--- src/rtl/core/eyxz_pkg.sv ---
// Shared types, constants and fixed-point helpers for the Y-X-Z matrix generator.
package eyxz_pkg;

   localparam int CORDIC_STAGES  = 8;
   localparam int ITER_PER_STAGE = 3;
   localparam int DIV_STAGES     = 8;
   localparam int DIV_BITS       = 4;

   typedef logic signed [33:0] trig_type;
   typedef logic signed [32:0] phase_type;
   typedef logic signed [34:0] rot_type;

   localparam trig_type CORDIC_GAIN = 34'sd652032874;
   localparam logic signed [31:0] ONE_Q16 = 32'sd65536;

   typedef struct packed {
      logic               action;
      logic        [15:0] angle_x;
      logic        [15:0] angle_y;
      logic        [15:0] angle_z;
      logic signed [15:0] scale_x;
      logic signed [15:0] scale_y;
      logic signed [15:0] scale_z;
      logic signed [31:0] pos_x;
      logic signed [31:0] pos_y;
      logic signed [31:0] pos_z;
   } req_type;

   typedef struct packed {
      logic        [1:0]  column;
      logic signed [31:0] elem_x;
      logic signed [31:0] elem_y;
      logic signed [31:0] elem_z;
      logic signed [31:0] elem_w;
      logic               last;
   } rsp_type;

   // Arctangent of 2^-i, 2^32 counts per turn.
   function automatic phase_type atan_val(input int i);
      phase_type v;
      case (i)
         0:       v = 33'sh020000000;
         1:       v = 33'sh012E4051E;
         2:       v = 33'sh009FB385B;
         3:       v = 33'sh0051111D4;
         4:       v = 33'sh0028B0D43;
         5:       v = 33'sh00145D7E1;
         6:       v = 33'sh000A2F61E;
         7:       v = 33'sh000517C55;
         8:       v = 33'sh00028BE53;
         9:       v = 33'sh000145F2F;
         10:      v = 33'sh0000A2F98;
         11:      v = 33'sh0000517CC;
         12:      v = 33'sh000028BE6;
         13:      v = 33'sh0000145F3;
         14:      v = 33'sh000000A2FA;
         15:      v = 33'sh00000517D;
         16:      v = 33'sh0000028BE;
         17:      v = 33'sh00000145F;
         18:      v = 33'sh000000A30;
         19:      v = 33'sh000000518;
         20:      v = 33'sh00000028C;
         21:      v = 33'sh000000146;
         22:      v = 33'sh0000000A3;
         23:      v = 33'sh000000051;
         default: v = '0;
      endcase
      return v;
   endfunction

   // Q2.30 product, rounded half up.
   function automatic trig_type qmul(input trig_type a, input trig_type b);
      logic signed [67:0] p;
      p = a * b;
      p = p + 68'sd536870912;
      return p[63:30];
   endfunction

endpackage

--- src/rtl/core/eyxz_recip.sv ---
// Pipelined restoring divider giving the rounded Q16.16 reciprocal of a Q8.8 scale.
module eyxz_recip (
   input  logic               clock,
   input  logic               en,
   input  logic signed [15:0] scale,
   output logic signed [31:0] recip
);

   localparam int NS = eyxz_pkg::DIV_STAGES;
   localparam int NB = eyxz_pkg::DIV_BITS;

   logic [16:0] m_ff   [NS];
   logic [16:0] rem_ff [NS];
   logic [31:0] nq_ff  [NS];
   logic        neg_ff [NS];
   logic        zero_ff[NS];
   logic [16:0] rem_in [NS];
   logic [31:0] nq_in  [NS];

   logic [16:0] m0;
   logic [31:0] num0;
   logic signed [31:0] recip_ff, recip_in;

   assign m0   = scale[15] ? (17'd0 - {1'b1, scale}) : {1'b0, scale};
   assign num0 = 32'h0100_0000 + {16'b0, m0[16:1]};

   for (genvar g = 0; g < NS; g++) begin : g_stage
      logic [16:0] ms, rs;
      logic [31:0] ns;
      logic        negs, zeros;
      if (g == 0) begin : g_first
         assign ms    = m0;
         assign rs    = '0;
         assign ns    = num0;
         assign negs  = scale[15];
         assign zeros = (scale == 16'sd0);
      end else begin : g_next
         assign ms    = m_ff[g-1];
         assign rs    = rem_ff[g-1];
         assign ns    = nq_ff[g-1];
         assign negs  = neg_ff[g-1];
         assign zeros = zero_ff[g-1];
      end

      // Dividend bits shift out of the top while quotient bits shift in below.
      always_comb begin
         logic [16:0] rv;
         logic [31:0] nv;
         rv = rs;
         nv = ns;
         for (int k = 0; k < NB; k++) begin
            rv = {rv[15:0], nv[31]};
            nv = {nv[30:0], 1'b0};
            if (rv >= ms) begin
               rv    = rv - ms;
               nv[0] = 1'b1;
            end
         end
         rem_in[g] = rv;
         nq_in[g]  = nv;
      end

      always_ff @(posedge clock) begin
         if (en) begin
            m_ff[g]    <= ms;
            rem_ff[g]  <= rem_in[g];
            nq_ff[g]   <= nq_in[g];
            neg_ff[g]  <= negs;
            zero_ff[g] <= zeros;
         end
      end
   end

   always_comb begin
      if (zero_ff[NS-1]) begin
         recip_in = 32'sh7FFF_FFFF;
      end else if (neg_ff[NS-1]) begin
         recip_in = -$signed(nq_ff[NS-1]);
      end else begin
         recip_in = $signed(nq_ff[NS-1]);
      end
   end

   always_ff @(posedge clock) begin
      if (en) begin
         recip_ff <= recip_in;
      end
   end

   assign recip = recip_ff;

endmodule

--- config.mk ---
export PLATFORM = sky130hd
export DESIGN_NAME = eyxz_recip
export DESIGN_NICKNAME = d
export VERILOG_FILES = /design/src/rtl/core/eyxz_pkg.sv /design/src/rtl/core/eyxz_recip.sv
export SDC_FILE = /design/constraint.sdc
export NUM_CORES = 2
export LEC_CHECK = 0
export BUFFER_PORTS_ARGS = -buffer_cell sky130_fd_sc_hd__buf_4
export CORE_ASPECT_RATIO = 0.7
export CORE_MARGIN = 2
export CORE_UTILIZATION = 43
export DETAILED_ROUTE_END_ITERATION = 12
export HOLD_SLACK_MARGIN = 0.05
export SLEW_MARGIN = 20
export SYNTH_ARGS = -nofsm -noshare
export SYNTH_HDL_FRONTEND = slang
export SYNTH_SLANG_ARGS = --single-unit
--- constraint.sdc ---
create_clock -name clock -period 18.5 [get_ports clock]
set_input_delay 3.7 -clock clock [delete_from_list [all_inputs] [get_ports clock]]
set_output_delay 3.7 -clock clock [all_outputs]
set_load 0.05 [all_outputs]
Word level (Yosys, flattened, before mapping):

Memories as Yosys holds them, arrays and structs flattened.
Cells that the tools add are included.

* flip-flop bits (word level): 32
* bits of input ports: 18
* word-level logic and storage cells: 142
* output and inout port bits: 32
* bits in writable memories: 544
* memories: 5

Memories
* nq_ff: words 8, bits a word 32, rd ports 8, clocked after Yosys merged registers in 0, write ports 8, RTL line eyxz_recip.sv:14 `logic [31:0] nq_ff [NS];`
* m_ff: words 8, bits a word 17, rd ports 7, clocked after Yosys merged registers in 0, write ports 8, RTL line eyxz_recip.sv:12 `logic [16:0] m_ff [NS];`
* rem_ff: words 8, bits a word 17, rd ports 7, clocked after Yosys merged registers in 0, write ports 8, RTL line eyxz_recip.sv:13 `logic [16:0] rem_ff [NS];`
* neg_ff: words 8, bits a word 1, rd ports 8, clocked after Yosys merged registers in 0, write ports 8, RTL line eyxz_recip.sv:15 `logic neg_ff [NS];`
* zero_ff: words 8, bits a word 1, rd ports 8, clocked after Yosys merged registers in 0, write ports 8, RTL line eyxz_recip.sv:16 `logic zero_ff[NS];`

* $add $sub $neg: 35
* reductions and logical operators: 1
* order comparisons: 32
* muxes and demuxes: 68

Operators with widths (count)
* greater-or-equal comparator 17 bit: 31
* two-way mux 16 bit: 24
* subtractor 16 bit: 23
* two-way mux 17 bit: 9
* subtractor 17 bit: 8
* two-way mux 1 bit: 34
* two-way mux 32 bit: 1
* negator 32 bit: 1
* adder 25 x 16 -> 26 bit (first input constant): 1
* greater-or-equal comparator 1 x 17 -> 1 bit (first input constant): 1
* subtractor 1 x 17 -> 17 bit (first input constant): 1
* zero test 16 bit: 1
* subtractor 1 x 16 -> 16 bit (first input constant): 1

Depth between registers and ports, before layout:

* depth after elaboration: 10
* depth in mapped cells: 47
* mapped depth without buffers: 43

Least setup slack after synthesis:

Ideal clock, no wire load.

* kind: input port to flip-flop
* start point: input port scale[0]
* end point: memory rem_ff[0][11], data pin
* data required time: 18.238 ns
* setup slack: 4.544 ns
* path buffers: 7
* library setup time: 0.262 ns
* arrival time: 13.694 ns
* stages: 42
* cell sequence: buf_1 > inv_1 > ha_1 > or3b_2 > clkbuf_1 > o31ai_1 > xor2_1 > nand4_1 > or3_1 > buf_2 > nor3_1 > ha_1 > nor2b_1 > o31a_1 > o211ai_1 > a21oi_1 > o31ai_1 > a31oi_2 > [6 not listed] > a21oi_1 > a221o_1 > a2111oi_0 > o21ai_1 > clkbuf_1 > and2_1 > ha_1 > nor2b_1 > o31a_1 > or2_2 > a221o_1 > o41a_1 > a21oi_1 > o311ai_0 > a221o_1 > clkbuf_1 > clkbuf_1 > mux2_1

RTL lines
* start: declaration: RTL line eyxz_recip.sv:5 `input logic signed [15:0] scale,`
* end: declaration: RTL line eyxz_recip.sv:13

==> impl_metrics.json <==
{
  "gp_congestion": 0.911,
  "start_util": 0.432,
  "crit_path_frequent_cell": "a21oi_1",
  "ant_nets": 0,
  "final-instance-count-excl-fill": 5923,
  "whs_endpoint": "nq_ff[1][37]$_DFFE_PP_",
  "finalSetupViolations": 0,
  "worstSetupPathType": "input pin to flop",
  "grt_first_pass_wirelength_mm": 184,
  "row_count": 96,
  "core-area_um2": 97500,
  "crit_path_top_delay_cell": "xnor2_1",
  "synth_area_leaders": "edfxtp_1, ha_1, mux2_2, xnor2_1, a21oi_1",
  "routedWlPerCell_um": 20.1,
  "drc": 0,
  "yosys-top-cells-count": "ha_1, edfxtp_1, a21oi_1, nor2_1, nand2_1",
  "worst_pin_slew_ns": 1.03,
  "drt_iter0_markers": 3418,
  "syn_area_per_cell_um2": 9.34,
  "cts_sinks": 423,
  "grt_pass1_vias": 31200,
  "cp-start-kind": "input pin",
  "slowest_delay_ns": 0.64,
  "synth_top_cell_area_share": 0.301,
  "crit_arrival_ns": 15.02,
  "synthCells": 4515,
  "die_w_um": 378,
  "area_growth_pct": 8.51,
  "synth_async_sr_flop_share": 0,
  "grt_max_degree": 97,
  "pre_cts_ws_ns": 3.27,
  "period_needed_ns": 14.66,
  "postCtsResizedCells": 0,
  "post_cts_buffers": 0,
  "viasPerCell": 5.88,
  "htreeDepth": 2,
  "path_max_fanout": 20,
  "io_pins": 50,
  "r2r-end": "rem_ff[4][15]$_DFFE_PP_",
  "portBuffers": 49,
  "finalClockSkew_ns": 0.0287,
  "cts.clk_slew.worst_paths_ns": 0.07,
  "synth_ff_type": "edfxtp_1",
  "synth_top_area_cell": "edfxtp_1",
  "cap_violations": 0,
  "firstDrtPassIters": 6,
  "ys_warn_count": 0,
  "slew_headroom": 0.312,
  "post-dp-hpwl_mm": 94.5,
  "insertion_delay_ns": 0.62,
  "run_status": "finished clean",
  "cts-root-buf": "clkbuf_16",
  "slew_viol_final": 0,
  "num_vias": 34800,
  "min_path_cells": 0,
  "dp_cells": 5837,
  "min-delay-path-class": "flop to flop",
  "layout-drive-gt1-share": 0.110,
  "reg2reg_depth": 39,
  "synth-seq-cells": 423,
  "track_usage": 0.232,
  "cts_buffers": 47,
  "finalSetupTns_ns": 0,
  "critPathRequiredTime_ns": 18.86,
  "cts_buffer_depth": 3,
  "min_from": "nq_ff[1][1]$_DFFE_PP_",
  "synth_area_um2": 42200,
  "fmax_mhz": 68.2,
  "crit_family": "compound AO/OA/AOI/OAI gates",
  "hold_viol_final": 0,
  "antenna_found_initial": 1,
  "cts_tree": "built",
  "cts-hold-fix-buffers": 0,
  "rrSetupSlack_ns": 5.85,
  "r2r_start": "m_ff[3][14]$_DFFE_PP_",
  "grt_setup_unrepaired": "false",
  "yosysMostFrequentCell": "ha_1",
  "critPathBufInv": 4,
  "grt-ovfl-total": 0,
  "fin_ws_ns": 3.84,
  "fin_crit_sh": 0.793,
  "cp-end-kind": "flop",
  "layout.nets": 5117,
  "ys_seq_area_frac": 0.301,
  "synth.distinct_cells": 88,
  "synth_edf_count": 423,
  "drt-total-wl_mm": 119,
  "fp.dieArea_um2": 101000,
  "fp.dieH_um": 266
}
==> per-layer routing <==
layer / wire length, µm / global-route usage / part of all wire / vias to the layer above
li1: - / - / - / 17200
met3: 10400 / 0.0421 / 0.087 / 87
met5: 0 / 0 / 0 / -
met1: 63200 / 0.391 / 0.53 / 16400
met4: 1730 / 0.0403 / 0.015 / 0
met2: 43700 / 0.295 / 0.37 / 1153
==> final cells by class <==
class	instances	area (µm²)
Inverter	260	976
Antenna cell	1	2.50
Tap cell	1323	1660
Sequential cell	423	12700
Multi-Input combinational cell	3752	28200
Clock buffer	50	1190
Fill cell	9222	51800
Clock inverter	35	438
Timing Repair Buffer	79	601
==> cells by family (layout without fill, tap and decap cells) <==
family / after synthesis / count (layout) / share of synthesized area
AOI/OAI and AO/OA: 1281 / 1281 / 0.200
adders and majority gates: 536 / 536 / 0.162
xor gates and xnor gates: 382 / 382 / 0.0795
other: 2 / 5 / 0.000178
and+or+nand+nor: 1237 / 1237 / 0.143
muxes: 312 / 312 / 0.0822
buffers and inverters: 342 / 424 / 0.0312
DFF: 423 / 423 / 0.301
==> state kept, by name, summed over array words and instances (netlist names) <==
name     count
m_ff       115
neg_ff       8
nq_ff      148
recip       32
rem_ff     112
zero_ff      8
==> how the worst max path moves through the flow <==
| stage | start | end | slack [ns] | cells past startpoint |
|---|---|---|---|---|
| after floorplan | scale[0] | rem_ff[0][11]$_DFFE_PP_ | 4.54 | 42 |
| after global placement | scale[0] | rem_ff[0][13]$_DFFE_PP_ | 3.33 | 36 |
| after detailed placement | scale[0] | rem_ff[0][13]$_DFFE_PP_ | 3.27 | 36 |
| after CTS | scale[0] | rem_ff[0][5]$_DFFE_PP_ | 3.94 | 36 |
| after global routing | scale[0] | rem_ff[0][13]$_DFFE_PP_ | 3.14 | 36 |
| final | scale[0] | rem_ff[0][13]$_DFFE_PP_ | 3.84 | 36 |
==> layout by cell type (no fill, tap or decap), types with 90 or more instances in the layout <==
cell type,count
mux2_2,270
inv_1,254
a21oi_1,350
xor2_1,135
ha_1,517
edfxtp_1,423
nand2_1,283
nor3_1,126
o21ai_0,239
a21o_1,156
nor2_1,343
o21a_1,90
xnor2_1,246
==> per-stage QoR <==
step            util  cell area, µm²  hold slack, ns
6_report       0.469           45800           0.408
5_1_grt        0.469           45700           0.427
4_1_cts        0.469           45700           0.411
3_5_place_dp   0.452           44100           0.405
3_3_place_gp   0.452           44100           0.401
2_1_floorplan      -           42200           0.400
Power is left out: the tool's default activity adds up to more than one toggle a clock period on the data nets, which glitch-free logic cannot reach.
